## config.mk

```make
export PLATFORM = sky130hd
export DESIGN_NAME = c_subset_token_scanner
export DESIGN_NICKNAME = d
export VERILOG_FILES = /design/src/rtl/cst_pkg.sv /design/src/rtl/cst_core.sv /design/src/rtl/cst_outq.sv /design/src/rtl/c_subset_token_scanner.sv
export VERILOG_INCLUDE_DIRS = /design/src /design/src/rtl
export SDC_FILE = /design/constraint.sdc
export NUM_CORES = 1
export LEC_CHECK = 0
export ABC_AREA = 1
export BUFFER_PORTS_ARGS = -buffer_cell sky130_fd_sc_hd__buf_4
export CAP_MARGIN = 30
export CORE_ASPECT_RATIO = 1.25
export CORE_MARGIN = 8
export CORE_UTILIZATION = 60
export DETAILED_ROUTE_END_ITERATION = 10
export PLACE_DENSITY = 0.8
export SYNTH_ARGS = -nofsm -noshare
export SYNTH_HDL_FRONTEND = slang
export SYNTH_SLANG_ARGS = --single-unit
```

## constraint.sdc

```tcl
create_clock -name clk -period 7.99 [get_ports clk]
set_input_delay 0.799 -clock clk [delete_from_list [all_inputs] [get_ports clk]]
set_output_delay 0.799 -clock clk [all_outputs]
set_load 0.005 [all_outputs]
```

## src/rtl/c_subset_token_scanner_assert.svh

```systemverilog
// Assertion macros used by the scanner top level.
`ifndef C_SUBSET_TOKEN_SCANNER_ASSERT_SVH
`define C_SUBSET_TOKEN_SCANNER_ASSERT_SVH

// Same-cycle implication, checked out of reset.
`define CST_ASSERT_NOW(label, clk, rst_n, ante, cons) \
  label: assert property (@(posedge clk) disable iff (!rst_n) (ante) |-> (cons)) \
    else $error("scanner check failed");

// Next-cycle implication, checked out of reset.
`define CST_ASSERT_NEXT(label, clk, rst_n, ante, cons) \
  label: assert property (@(posedge clk) disable iff (!rst_n) (ante) |=> (cons)) \
    else $error("scanner check failed");

`endif

```

## src/rtl/cst_pkg.sv

```systemverilog
`timescale 1ns / 1ps
// ----------------------------------------------------------------------------
// cst_pkg
// Types, codes and lookup functions of the C subset token scanner.
// ----------------------------------------------------------------------------
package cst_pkg;

  localparam logic [7:0] MAX_TOKEN_LENGTH = 8'd255;
  localparam logic [7:0] STAR_CAP         = 8'd254;
  localparam logic [7:0] LEN_CAP          = 8'd255;
  localparam logic [7:0] FRAC_CAP         = 8'd255;
  localparam int         NUM_KW           = 14;
  localparam int         Q_DEPTH          = 4;
  localparam logic [62:0] VALUE_MAX       = {63{1'b1}};

  localparam logic [7:0] CH_NUL    = 8'h00;
  localparam logic [7:0] CH_STAR   = 8'h2A;
  localparam logic [7:0] CH_DOT    = 8'h2E;
  localparam logic [7:0] CH_UNDER  = 8'h5F;
  localparam logic [7:0] CH_QUOTE  = 8'h27;
  localparam logic [7:0] CH_BSLASH = 8'h5C;

  localparam logic [2:0] CLS_CONTROL  = 3'd0;
  localparam logic [2:0] CLS_TYPE     = 3'd1;
  localparam logic [2:0] CLS_GROUP    = 3'd2;
  localparam logic [2:0] CLS_LITERAL  = 3'd3;
  localparam logic [2:0] CLS_OPERATOR = 3'd4;
  localparam logic [2:0] CLS_IDENT    = 3'd5;
  localparam logic [2:0] CLS_END      = 3'd6;

  localparam logic [5:0] KIND_LAST_GROUP = 6'd22;
  localparam logic [5:0] KIND_INT_LIT    = 6'd23;
  localparam logic [5:0] KIND_FLOAT_LIT  = 6'd24;
  localparam logic [5:0] KIND_CHAR_LIT   = 6'd25;
  localparam logic [5:0] KIND_NONE       = 6'd39;
  localparam logic [5:0] KIND_INVALID    = 6'd63;

  localparam logic [2:0] ERR_NONE      = 3'd0;
  localparam logic [2:0] ERR_LITERAL   = 3'd1;
  localparam logic [2:0] ERR_START     = 3'd2;
  localparam logic [2:0] ERR_ESCAPE    = 3'd3;
  localparam logic [2:0] ERR_CHAR_LIT  = 3'd4;
  localparam logic [2:0] ERR_TOO_LONG  = 3'd5;

  typedef enum logic [2:0] {
    MODE_IDLE, MODE_WORD, MODE_INT, MODE_FRAC,
    MODE_STARS, MODE_QOPEN, MODE_QBODY, MODE_QESC
  } mode_t;

  typedef struct packed {
    logic [2:0]  cls;
    logic [5:0]  kind;
    logic [62:0] value;
    logic [7:0]  frac;
    logic [7:0]  ptr;
    logic [7:0]  len;
    logic [2:0]  err;
    logic        sat;
    logic        last;
  } result_t;

  function automatic result_t mk_res(logic [2:0] cls, logic [5:0] kind, logic [62:0] value,
                                     logic [7:0] frac, logic [7:0] ptr, logic [7:0] len,
                                     logic [2:0] err, logic sat);
    result_t r;
    r.cls = cls; r.kind = kind; r.value = value; r.frac = frac; r.ptr = ptr;
    r.len = len; r.err = err; r.sat = sat; r.last = 1'b0;
    return r;
  endfunction

  function automatic result_t mk_err(logic [7:0] len, logic [2:0] err);
    return mk_res(CLS_CONTROL, KIND_NONE, '0, '0, '0, len, err, 1'b0);
  endfunction

  function automatic logic [7:0] len_inc(logic [7:0] v, logic [7:0] cap);
    return (v < cap) ? v + 8'd1 : cap;
  endfunction

  function automatic logic is_alpha(logic [7:0] c);
    return (c >= "a" && c <= "z") || (c >= "A" && c <= "Z");
  endfunction

  function automatic logic is_digit(logic [7:0] c);
    return c >= "0" && c <= "9";
  endfunction

  function automatic logic is_word(logic [7:0] c);
    return is_alpha(c) || is_digit(c) || c == CH_UNDER;
  endfunction

  function automatic logic is_space(logic [7:0] c);
    return c == " " || (c >= 8'd9 && c <= 8'd13);
  endfunction

  // Keyword text, last character in the low byte.
  function automatic logic [55:0] kw_text(logic [3:0] k);
    case (k)
      4'd0:  return 56'("if");
      4'd1:  return 56'("else");
      4'd2:  return 56'("goto");
      4'd3:  return 56'("return");
      4'd4:  return 56'("while");
      4'd5:  return 56'("switch");
      4'd6:  return 56'("case");
      4'd7:  return 56'("default");
      4'd8:  return 56'("break");
      4'd9:  return 56'("int");
      4'd10: return 56'("long");
      4'd11: return 56'("char");
      4'd12: return 56'("float");
      4'd13: return 56'("void");
      default: return '0;
    endcase
  endfunction

  function automatic logic [7:0] kw_len(logic [3:0] k);
    case (k)
      4'd0:                         return 8'd2;
      4'd9:                         return 8'd3;
      4'd1, 4'd2, 4'd6, 4'd10,
      4'd11, 4'd13:                 return 8'd4;
      4'd4, 4'd8, 4'd12:            return 8'd5;
      4'd3, 4'd5:                   return 8'd6;
      4'd7:                         return 8'd7;
      default:                      return 8'd0;
    endcase
  endfunction

  function automatic logic [5:0] kw_kind(logic [3:0] k);
    case (k)
      4'd9:    return 6'd10;
      4'd10:   return 6'd11;
      4'd11:   return 6'd12;
      4'd12:   return 6'd13;
      4'd13:   return 6'd15;
      default: return {2'b00, k};
    endcase
  endfunction

  function automatic logic kw_is_type(logic [3:0] k);
    return k >= 4'd9;
  endfunction

  // Character of keyword k at position pos; caller keeps pos below the length.
  function automatic logic [7:0] kw_char(logic [3:0] k, logic [7:0] pos);
    logic [7:0]  back;
    logic [55:0] w;
    back = kw_len(k) - 8'd1 - pos;
    w    = kw_text(k) >> {back[2:0], 3'b000};
    return w[7:0];
  endfunction

  function automatic logic [5:0] single_kind(logic [7:0] c);
    case (c)
      "(": return 6'd16;  ")": return 6'd17;  ":": return 6'd18;
      "{": return 6'd19;  "}": return 6'd20;  ",": return 6'd21;
      ";": return 6'd22;  "+": return 6'd26;  "-": return 6'd27;
      "*": return 6'd28;  "/": return 6'd29;  "%": return 6'd30;
      "~": return 6'd31;  ".": return 6'd32;  ">": return 6'd33;
      "<": return 6'd34;  "&": return 6'd35;  "|": return 6'd36;
      "^": return 6'd37;  "=": return 6'd38;
      default: return KIND_INVALID;
    endcase
  endfunction

  // Escape value; bit 8 set marks an unknown escape.
  function automatic logic [8:0] escape_value(logic [7:0] c);
    case (c)
      "t":  return 9'd9;
      "b":  return 9'd8;
      "n":  return 9'd10;
      "r":  return 9'd13;
      "f":  return 9'd12;
      8'h27: return 9'h027;
      8'h22: return 9'h022;
      8'h5C: return 9'h05C;
      default: return 9'h100;
    endcase
  endfunction

endpackage

```

## src/rtl/cst_core.sv

```systemverilog
`timescale 1ns / 1ps
// ----------------------------------------------------------------------------
// cst_core
// Scanner state and the per-character step: up to two results per character.
// ----------------------------------------------------------------------------
module cst_core (
  input  logic             clk,
  input  logic             rst_n,
  input  logic             step_en,
  input  logic [7:0]       char_code,
  output cst_pkg::result_t res0,
  output cst_pkg::result_t res1,
  output logic [1:0]       res_cnt
);
  import cst_pkg::*;

  mode_t              mode_r, mode_nxt;
  logic [7:0]         run_r, run_nxt;
  logic [62:0]        acc_r, acc_nxt;
  logic [7:0]         frac_r, frac_nxt;
  logic [NUM_KW-1:0]  cand_r, cand_nxt;
  logic [7:0]         star_r, star_nxt;
  logic [7:0]         qch_r, qch_nxt;
  logic               clamp_r, clamp_nxt;

  logic [NUM_KW-1:0]  match;
  logic [NUM_KW-1:0]  first_match_v;
  logic               hit_v;
  logic [3:0]         hit_k;
  logic [5:0]         star_kind;
  logic [66:0]        prod;
  logic [8:0]         esc;
  logic [5:0]         sk;
  logic               a_v, b_v, taken;
  result_t            a_res, b_res;

  // Keyword filters and the word-end hit.
  always_comb begin
    hit_v     = 1'b0;
    hit_k     = '0;
    star_kind = '0;
    for (int k = 0; k < NUM_KW; k++) begin
      match[k] = (run_r < kw_len(4'(k))) && (kw_char(4'(k), run_r) == char_code);
      first_match_v[k] = kw_char(4'(k), 8'd0) == char_code;
      if (cand_r[k] && kw_len(4'(k)) == run_r) begin
        hit_v = 1'b1;
        hit_k = 4'(k);
      end
      if (cand_r[k]) star_kind = kw_kind(4'(k));
    end
  end

  assign prod = ({4'b0, acc_r} << 3) + ({4'b0, acc_r} << 1) + 67'(char_code - "0");
  assign esc  = escape_value(char_code);
  assign sk   = single_kind(char_code);

  always_comb begin
    mode_nxt  = mode_r;  run_nxt  = run_r;  acc_nxt  = acc_r;   frac_nxt  = frac_r;
    cand_nxt  = cand_r;  star_nxt = star_r; qch_nxt  = qch_r;   clamp_nxt = clamp_r;
    a_v = 1'b0; a_res = '0; b_v = 1'b0; b_res = '0; taken = 1'b1;

    case (mode_r)
      MODE_WORD: begin
        if (is_word(char_code)) begin
          cand_nxt = cand_r & match;
          run_nxt  = len_inc(run_r, MAX_TOKEN_LENGTH);
        end else begin
          mode_nxt = MODE_IDLE;
          taken    = 1'b0;
          a_v      = 1'b1;
          if (run_r >= MAX_TOKEN_LENGTH) begin
            a_res = mk_err(run_r, ERR_TOO_LONG);
          end else if (clamp_r) begin
            a_res = mk_err(run_r, ERR_LITERAL);
          end else if (hit_v && kw_is_type(hit_k)) begin
            if (char_code == CH_STAR) begin
              a_v      = 1'b0;
              taken    = 1'b1;
              mode_nxt = MODE_STARS;
              cand_nxt = NUM_KW'(1) << hit_k;
              star_nxt = 8'd1;
              run_nxt  = len_inc(run_r, LEN_CAP);
            end else begin
              a_res = mk_res(CLS_TYPE, kw_kind(hit_k), '0, '0, '0, run_r, ERR_NONE, 1'b0);
            end
          end else if (hit_v) begin
            a_res = mk_res(CLS_CONTROL, kw_kind(hit_k), '0, '0, '0, run_r, ERR_NONE, 1'b0);
          end else begin
            a_res = mk_res(CLS_IDENT, KIND_NONE, '0, '0, '0, run_r, ERR_NONE, 1'b0);
          end
        end
      end
      MODE_INT, MODE_FRAC: begin
        if (is_digit(char_code)) begin
          if (prod[66:63] != 4'd0) begin
            acc_nxt   = VALUE_MAX;
            clamp_nxt = 1'b1;
          end else begin
            acc_nxt = prod[62:0];
          end
          if (mode_r == MODE_FRAC) frac_nxt = len_inc(frac_r, FRAC_CAP);
          run_nxt = len_inc(run_r, MAX_TOKEN_LENGTH);
        end else if (char_code == CH_DOT && mode_r == MODE_INT) begin
          mode_nxt = MODE_FRAC;
          run_nxt  = len_inc(run_r, MAX_TOKEN_LENGTH);
        end else if (is_alpha(char_code) || char_code == CH_UNDER || char_code == CH_DOT) begin
          mode_nxt  = MODE_WORD;
          cand_nxt  = '0;
          clamp_nxt = 1'b1;
          run_nxt   = len_inc(run_r, MAX_TOKEN_LENGTH);
        end else begin
          mode_nxt = MODE_IDLE;
          taken    = 1'b0;
          a_v      = 1'b1;
          if (run_r >= MAX_TOKEN_LENGTH) begin
            a_res = mk_err(run_r, ERR_TOO_LONG);
          end else begin
            a_res = mk_res(CLS_LITERAL,
                           (mode_r == MODE_FRAC) ? KIND_FLOAT_LIT : KIND_INT_LIT, acc_r,
                           (mode_r == MODE_FRAC) ? frac_r : 8'd0, '0, run_r, ERR_NONE,
                           clamp_r);
          end
        end
      end
      MODE_STARS: begin
        if (char_code == CH_STAR) begin
          star_nxt = len_inc(star_r, STAR_CAP);
          run_nxt  = len_inc(run_r, LEN_CAP);
        end else begin
          a_v      = 1'b1;
          a_res    = mk_res(CLS_TYPE, star_kind, '0, '0, star_r, run_r, ERR_NONE, 1'b0);
          mode_nxt = MODE_IDLE;
          taken    = 1'b0;
        end
      end
      MODE_QOPEN: begin
        if (char_code == CH_NUL) begin
          a_v = 1'b1; a_res = mk_err(run_r, ERR_CHAR_LIT); mode_nxt = MODE_IDLE; taken = 1'b0;
        end else if (char_code == CH_BSLASH) begin
          mode_nxt = MODE_QESC; run_nxt = 8'd2;
        end else if (char_code == CH_QUOTE) begin
          a_v = 1'b1; a_res = mk_err(8'd2, ERR_CHAR_LIT); mode_nxt = MODE_IDLE;
        end else begin
          qch_nxt = char_code; mode_nxt = MODE_QBODY; run_nxt = 8'd2;
        end
      end
      MODE_QESC: begin
        if (char_code == CH_NUL) begin
          a_v = 1'b1; a_res = mk_err(run_r, ERR_CHAR_LIT); mode_nxt = MODE_IDLE; taken = 1'b0;
        end else begin
          if (esc[8]) begin
            clamp_nxt = 1'b1; qch_nxt = '0;
          end else begin
            qch_nxt = esc[7:0];
          end
          mode_nxt = MODE_QBODY;
          run_nxt  = 8'd3;
        end
      end
      MODE_QBODY: begin
        a_v      = 1'b1;
        mode_nxt = MODE_IDLE;
        if (char_code == CH_QUOTE) begin
          run_nxt = len_inc(run_r, LEN_CAP);
          if (clamp_r) a_res = mk_err(run_nxt, ERR_ESCAPE);
          else a_res = mk_res(CLS_LITERAL, KIND_CHAR_LIT, 63'(qch_r), '0, '0, run_nxt,
                              ERR_NONE, 1'b0);
        end else begin
          a_res = mk_err(run_r, ERR_CHAR_LIT);
          taken = 1'b0;
        end
      end
      default: taken = 1'b0;
    endcase

    // Start a new token with this character.
    if (!taken) begin
      mode_nxt = MODE_IDLE; run_nxt = 8'd1; acc_nxt = '0; frac_nxt = '0;
      cand_nxt = '0; star_nxt = '0; qch_nxt = '0; clamp_nxt = 1'b0;
      if (char_code == CH_NUL) begin
        run_nxt = '0;
        b_v = 1'b1; b_res = mk_res(CLS_END, KIND_NONE, '0, '0, '0, '0, ERR_NONE, 1'b0);
      end else if (is_space(char_code)) begin
        run_nxt = '0;
      end else if (sk != KIND_INVALID) begin
        b_v   = 1'b1;
        b_res = mk_res((sk <= KIND_LAST_GROUP) ? CLS_GROUP : CLS_OPERATOR, sk, '0, '0, '0,
                       8'd1, ERR_NONE, 1'b0);
      end else if (char_code == CH_QUOTE) begin
        mode_nxt = MODE_QOPEN;
      end else if (is_alpha(char_code) || char_code == CH_UNDER) begin
        mode_nxt = MODE_WORD;
        cand_nxt = first_match_v;
      end else if (is_digit(char_code)) begin
        mode_nxt = MODE_INT;
        acc_nxt  = 63'(char_code - "0");
      end else begin
        b_v = 1'b1; b_res = mk_err(8'd1, ERR_START);
      end
    end

    // Pack results, mark the final one of this character.
    res0    = a_v ? a_res : b_res;
    res1    = b_res;
    res_cnt = {1'b0, a_v} + {1'b0, b_v};
    if (a_v && b_v) res1.last = 1'b1;
    else            res0.last = 1'b1;
  end

  always_ff @(posedge clk) begin
    if (!rst_n) begin
      mode_r <= MODE_IDLE; run_r <= '0; acc_r <= '0; frac_r <= '0;
      cand_r <= '0; star_r <= '0; qch_r <= '0; clamp_r <= 1'b0;
    end else if (step_en) begin
      mode_r <= mode_nxt; run_r <= run_nxt; acc_r <= acc_nxt; frac_r <= frac_nxt;
      cand_r <= cand_nxt; star_r <= star_nxt; qch_r <= qch_nxt; clamp_r <= clamp_nxt;
    end
  end

endmodule

```

## src/rtl/cst_outq.sv

```systemverilog
`timescale 1ns / 1ps
// ----------------------------------------------------------------------------
// cst_outq
// Small result queue: takes up to two words a cycle, gives one.
// ----------------------------------------------------------------------------
module cst_outq (
  input  logic             clk,
  input  logic             rst_n,
  input  logic [1:0]       push_cnt,
  input  cst_pkg::result_t d0,
  input  cst_pkg::result_t d1,
  input  logic             pop,
  output logic             q_valid,
  output cst_pkg::result_t q_data,
  output logic [2:0]       q_cnt
);
  import cst_pkg::*;

  result_t     mem_r [Q_DEPTH];
  logic [1:0]  wp_r, wp_nxt, rp_r, rp_nxt;
  logic [2:0]  cnt_r, cnt_nxt;
  logic        do_pop;

  assign q_valid = cnt_r != 3'd0;
  assign q_data  = mem_r[rp_r];
  assign q_cnt   = cnt_r;
  assign do_pop  = pop && q_valid;

  always_comb begin
    wp_nxt  = wp_r + push_cnt;
    rp_nxt  = rp_r + {1'b0, do_pop};
    cnt_nxt = cnt_r + {1'b0, push_cnt} - {2'b00, do_pop};
  end

  always_ff @(posedge clk) begin
    if (push_cnt != 2'd0) mem_r[wp_r] <= d0;
    if (push_cnt == 2'd2) mem_r[wp_r + 2'd1] <= d1;
  end

  always_ff @(posedge clk) begin
    if (!rst_n) begin
      wp_r <= '0; rp_r <= '0; cnt_r <= '0;
    end else begin
      wp_r <= wp_nxt; rp_r <= rp_nxt; cnt_r <= cnt_nxt;
    end
  end

endmodule

```

## src/rtl/c_subset_token_scanner.sv

```systemverilog
`timescale 1ns / 1ps
// ----------------------------------------------------------------------------
// c_subset_token_scanner
// Character-stream lexer for a C subset: keywords, typed pointers, names,
// integer/float/char literals, marks and error tokens.
// ----------------------------------------------------------------------------
// Channel  Dir  Word                                   Marks
// in_      in   tdata[7:0] char_code                   -
// out_     out  tdata: kind,value,frac,ptr,len,err,sat tuser class, tlast last
//
// One character a cycle: the input register feeds the step logic, whose one
// or two results enter a four-word queue in the same cycle. A character
// giving two results takes two output words, so the output port sets the
// long-run rate. The step waits while the queue holds more than two words.
// Reset (rst_n low, synchronous) empties both stages and returns to idle.
// ----------------------------------------------------------------------------
module c_subset_token_scanner (
  input  logic         clk,
  input  logic         rst_n,
  input  logic         in_tvalid,
  output logic         in_tready,
  input  logic [7:0]   in_tdata,   // [7:0] char_code
  output logic         out_tvalid,
  input  logic         out_tready,
  output logic [103:0] out_tdata,  // [5:0] token_kind, [68:6] literal_value,
                                   // [76:69] fraction_digits, [84:77] pointer_depth,
                                   // [92:85] token_length, [95:93] error_code,
                                   // [96] value_saturated, rest zero
  output logic [2:0]   out_tuser,  // [2:0] token_class
  output logic         out_tlast   // is_last
);
  import cst_pkg::*;

  logic       in_valid_r;
  logic [7:0] in_char_r;
  logic       fire;
  logic [1:0] res_cnt;
  logic [1:0] push_cnt;
  logic [2:0] q_cnt;
  result_t    res0, res1, q_data;

  // Step when a character waits and the queue has room for two words.
  assign fire      = in_valid_r && (q_cnt <= 3'(Q_DEPTH - 2));
  assign in_tready = !in_valid_r || fire;
  assign push_cnt  = fire ? res_cnt : 2'd0;

  always_ff @(posedge clk) begin
    if (!rst_n) begin
      in_valid_r <= 1'b0;
    end else if (in_tready) begin
      in_valid_r <= in_tvalid;
    end
  end

  // Hold the character until the step takes it.
  always_ff @(posedge clk) begin
    if (in_tvalid && in_tready) in_char_r <= in_tdata;
  end

  cst_core u_core (
    .clk       (clk),
    .rst_n     (rst_n),
    .step_en   (fire),
    .char_code (in_char_r),
    .res0      (res0),
    .res1      (res1),
    .res_cnt   (res_cnt)
  );

  cst_outq u_outq (
    .clk      (clk),
    .rst_n    (rst_n),
    .push_cnt (push_cnt),
    .d0       (res0),
    .d1       (res1),
    .pop      (out_tready),
    .q_valid  (out_tvalid),
    .q_data   (q_data),
    .q_cnt    (q_cnt)
  );

  assign out_tuser = q_data.cls;
  assign out_tlast = q_data.last;
  assign out_tdata = {7'd0, q_data.sat, q_data.err, q_data.len, q_data.ptr,
                      q_data.frac, q_data.value, q_data.kind};

`include "c_subset_token_scanner_assert.svh"

  // Never step into a queue without room for a full pair.
  `CST_ASSERT_NOW(a_room, clk, rst_n, fire, q_cnt <= 3'(Q_DEPTH - 2))
  // End of text always closes with the end marker.
  `CST_ASSERT_NOW(a_eot, clk, rst_n, fire && in_char_r == CH_NUL && res_cnt == 2'd1,
                  res0.cls == CLS_END)
  // A pair carries the last mark on its second word only.
  `CST_ASSERT_NOW(a_pair, clk, rst_n, fire && res_cnt == 2'd2, res1.last && !res0.last)
  // An empty queue stays empty while nothing is pushed.
  `CST_ASSERT_NEXT(a_fill, clk, rst_n, !fire && !out_tvalid, q_cnt == 3'd0)

endmodule

```

==> summary.txt <==
Yosys
  – Total of flip-flops plus latches after synthesis: 533
  – Most used flip-flop cell after synthesis: dfxtp_1
  – Portion of the post-synthesis area used by sequential elements: 0.360
  – Synthesized cell area: 0.0311 sq mm
  – FFs w/ async S/R, synth: 0
  – Post-synth cell types: 63
  – Fraction of synthesized cell area taken by the top area cell type: 0.310
  – Post-synthesis instance total: 4406
  – EDFF count, synth: 52
  – Cell taking the most area after synthesis: dfxtp_1
  – Count of synthesis-stage warnings from yosys: 0
  – Synthesized area divided by synthesized cell count: 7.05 sq um
  – Leading cell types by total area after synthesis: dfxtp_1 31%, o21ai_0 12%, nand2_1 11%

Global route
  – Busiest metal layer after global routing: met2
  – Largest net degree at the start of global routing: 117
  – Global-route track usage on met1: 0.467
  – Wire length of the first global-routing pass: 159 mm
  – Antenna violations before repair: 1
  – Vias in the first global route: 28.8k
  – Met3 routing resource usage after global routing: 0.0504
  – Total global-route track usage: 0.326
  – M2 GR Usage: 0.499
  – Remaining Overflow, GRT: 0

STA
  – Final hold violation count: 0
  – Tightest hold margin: 369 ps
  – Clock tree skew after final layout: 24.1 ps
  – Final number of setup-violating endpoints: 0
  – Tcrit/Tclk final: 0.789
  – Count of pins over their slew limit: 0
  – Measured slew at the worst slew-check pin: 1020 ps
  – Setup total negative slack: 0 ps
  – Max Freq: 0.159 GHz
  – Setup repair after global routing missed its margin: false
  – Slew margin rel.: 0.314
  – Clock period minus final worst setup slack: 6310 ps

Setup path
  – Category of the most critical setup path: reg -> reg
  – Maximum cell stage delay along the critical path: 830 ps
  – Arrival time at the worst endpoint: 6740 ps
  – Sort of element at the end of the critical path: flop
  – Slowest cell on the critical path: edfxtp_1
  – Worst setup SP type: flop
  – Crit-path most repeated cell: inv_1
  – Data required time at the worst endpoint: 8420 ps
  – Critical Path Fanout Max: 60

Final layout
  – Finished Core Util: 0.662
  – Total inserted antenna cells: 0
  – P&R area growth vs syn: 9.36%
  – Share of layout cells above drive strength 1: 0.0726
  – Most used cells in the layout excluding fill and tap cells: 936 x nand2_1, 729 x o21ai_0, 578 x nor2_1, 479 x dfxtp_1, 292 x inv_1
  – Fill cell total of the finished layout: 4635
  – Most common cell after layout, fill and taps aside: nand2_1
  – # nets final: 4571

Die
  – Die width: 220 um
  – Y dimension of the die: 270 um
  – Overall die area: 0.0594 sq mm
  – Core ar.: 0.0513 sq mm
  – FP Rows: 93
  – # IOs: 122
  – Initial standard-cell utilization of the core: 0.606

Min path
  – Kind of path behind the tightest hold check: in -> reg

Drt
  – Total DRC errors in the routed layout: 0
  – Number of vias per cell: 6.14
  – Number of vias in the routed layout: 31.3k
  – Total wire length: 100 mm
  – Number of routed nets with antenna violations: 0
  – DRC violation total after the first TritonRoute iteration: 3876
  – Routed wire length per instance: 19.6 um
  – Number of iterations in the first detailed-routing pass: 7

Clocking
  – Number of hold buffers added after cts: 0
  – Total CTS buffers: 51
  – Number of sinks on the clock net: 533
  – Post-CTS Resized: 0
  – Clock Pin Slew Worst Setup and Hold Paths: 60 ps
  – Root Buffer: clkbuf_16
  – H-tree lvl count: 2
  – TritonCTS clock tree: yes
  – Insertion delay to the later sink of the worst-skew pair: 620 ps
  – Post-CTS setup-driven buffer insertion count: 0
  – Max clock buf depth: 3

Placed design
  – Global placer's final weighted congestion: 1.01
  – Estimated wirelength of the detail-placed design: 68.7 mm
  – Port bufs: 114

Pwr
  – Leakage dissipation: 0.0142 uW
  – Worst IR drop on VDD: 0.000180 V
  – Pwr/cell area: 283 mW/mm^2

Status
  – Status: finished, final reports clean

Run
  – Max-cap violations: 0
worst paths after layout:
check / start / end / slack, ps / cells after the start
setup / recovery: in_char_r[4] / u_outq.mem_r[3][58] / 1680 / 30
hold reg to reg: u_outq.mem_r[2][52] / u_outq.mem_r[2][52] / 450 / 2
setup reg to reg: in_char_r[4] / u_outq.mem_r[3][58] / 1680 / 30
hold / removal: in_tdata[7] / in_char_r[7] / 370 / 1
area by class of cell:
class | count | area [sq um] | area share
clock inverters | 21 | 235 | 0.00692
multi-input cells | 3329 | 17700 | 0.522
well taps | 665 | 832 | 0.0245
clock buffers | 72 | 1520 | 0.0447
repair buffers | 158 | 1250 | 0.0367
inverters | 323 | 1220 | 0.0360
flip-flops and latches | 533 | 11200 | 0.329
cell families (layout without fill, tap and decap cells):
group           after synthesis  count (layout)  share of synthesized area
buf+inv                     550             574                     0.0707
xor+xnor                     99              99                     0.0279
compound gates             1237            1237                      0.219
other cells                   1               7                   0.000121
fa+ha+maj                   163             163                     0.0808
flops                       533             533                      0.360
simple gates               1823            1823                      0.241
cell usage after synthesis (23+ instances only):
cell / instances
nor2_1: 580
xor2_1: 65
nand4_1: 47
nor3_1: 46
a21oi_1: 215
edfxtp_1: 52
nand2_1: 936
clkbuf_1: 175
fa_1: 63
xnor2_1: 34
inv_1: 294
o21ai_0: 729
nand3_1: 143
a22o_1: 44
dfxtp_1: 481
ha_1: 100
o22ai_1: 118
inv_2: 23
metrics by stage:
step | worst slack (ps) | total power [uW] | cell area [sq um] | cells
after floorplan | 740 | 5680 | 31100 | 4412
after global placement | 1980 | 7040 | 32200 | 5006
after detailed placement | 1900 | 7090 | 32200 | 5007
after CTS | 1850 | 9590 | 34000 | 5100
after global routing | 1300 | 10200 | 34000 | 5101
final | 1680 | 9630 | 34000 | 5101
critical path, delay by kind of cell (launching register included):
| family | cells | cell delay [ps] |
|---|---|---|
| compound gates | 3 | 510 |
| fa+ha+maj | 2 | 560 |
| flops | 1 | 830 |
| buf+inv | 12 | 2220 |
| simple gates | 13 | 1930 |
routing by layer:
metal / wire length, um / part of all wire
met4: 2890 / 0.029
met2: 44200 / 0.44
met1: 43200 / 0.43
met3: 9680 / 0.097
met5: 12 / 0.00012
where the power goes:
part	total [uW]	switching, uW	internal [uW]
Clock	2520	1090	1430
Sequential	3170	285	2890
Combinational	3940	2570	1370
registers in the layout, indices dropped and copies added (netlist names):
name,cells
u_outq.mem_r,404
u_core.acc_r,63
u_core.cand_r,14
in_char_r,8
u_core.frac_r,8
u_core.qch_r,8
u_core.run_r,8
u_core.star_r,8
u_core.mode_r,3
u_outq.q_cnt,3
u_outq.rp_r,2
u_outq.wp_r,2
in_valid_r,1
u_core.clamp_r,1
Note: power is estimated with default switching activity, not from simulation.
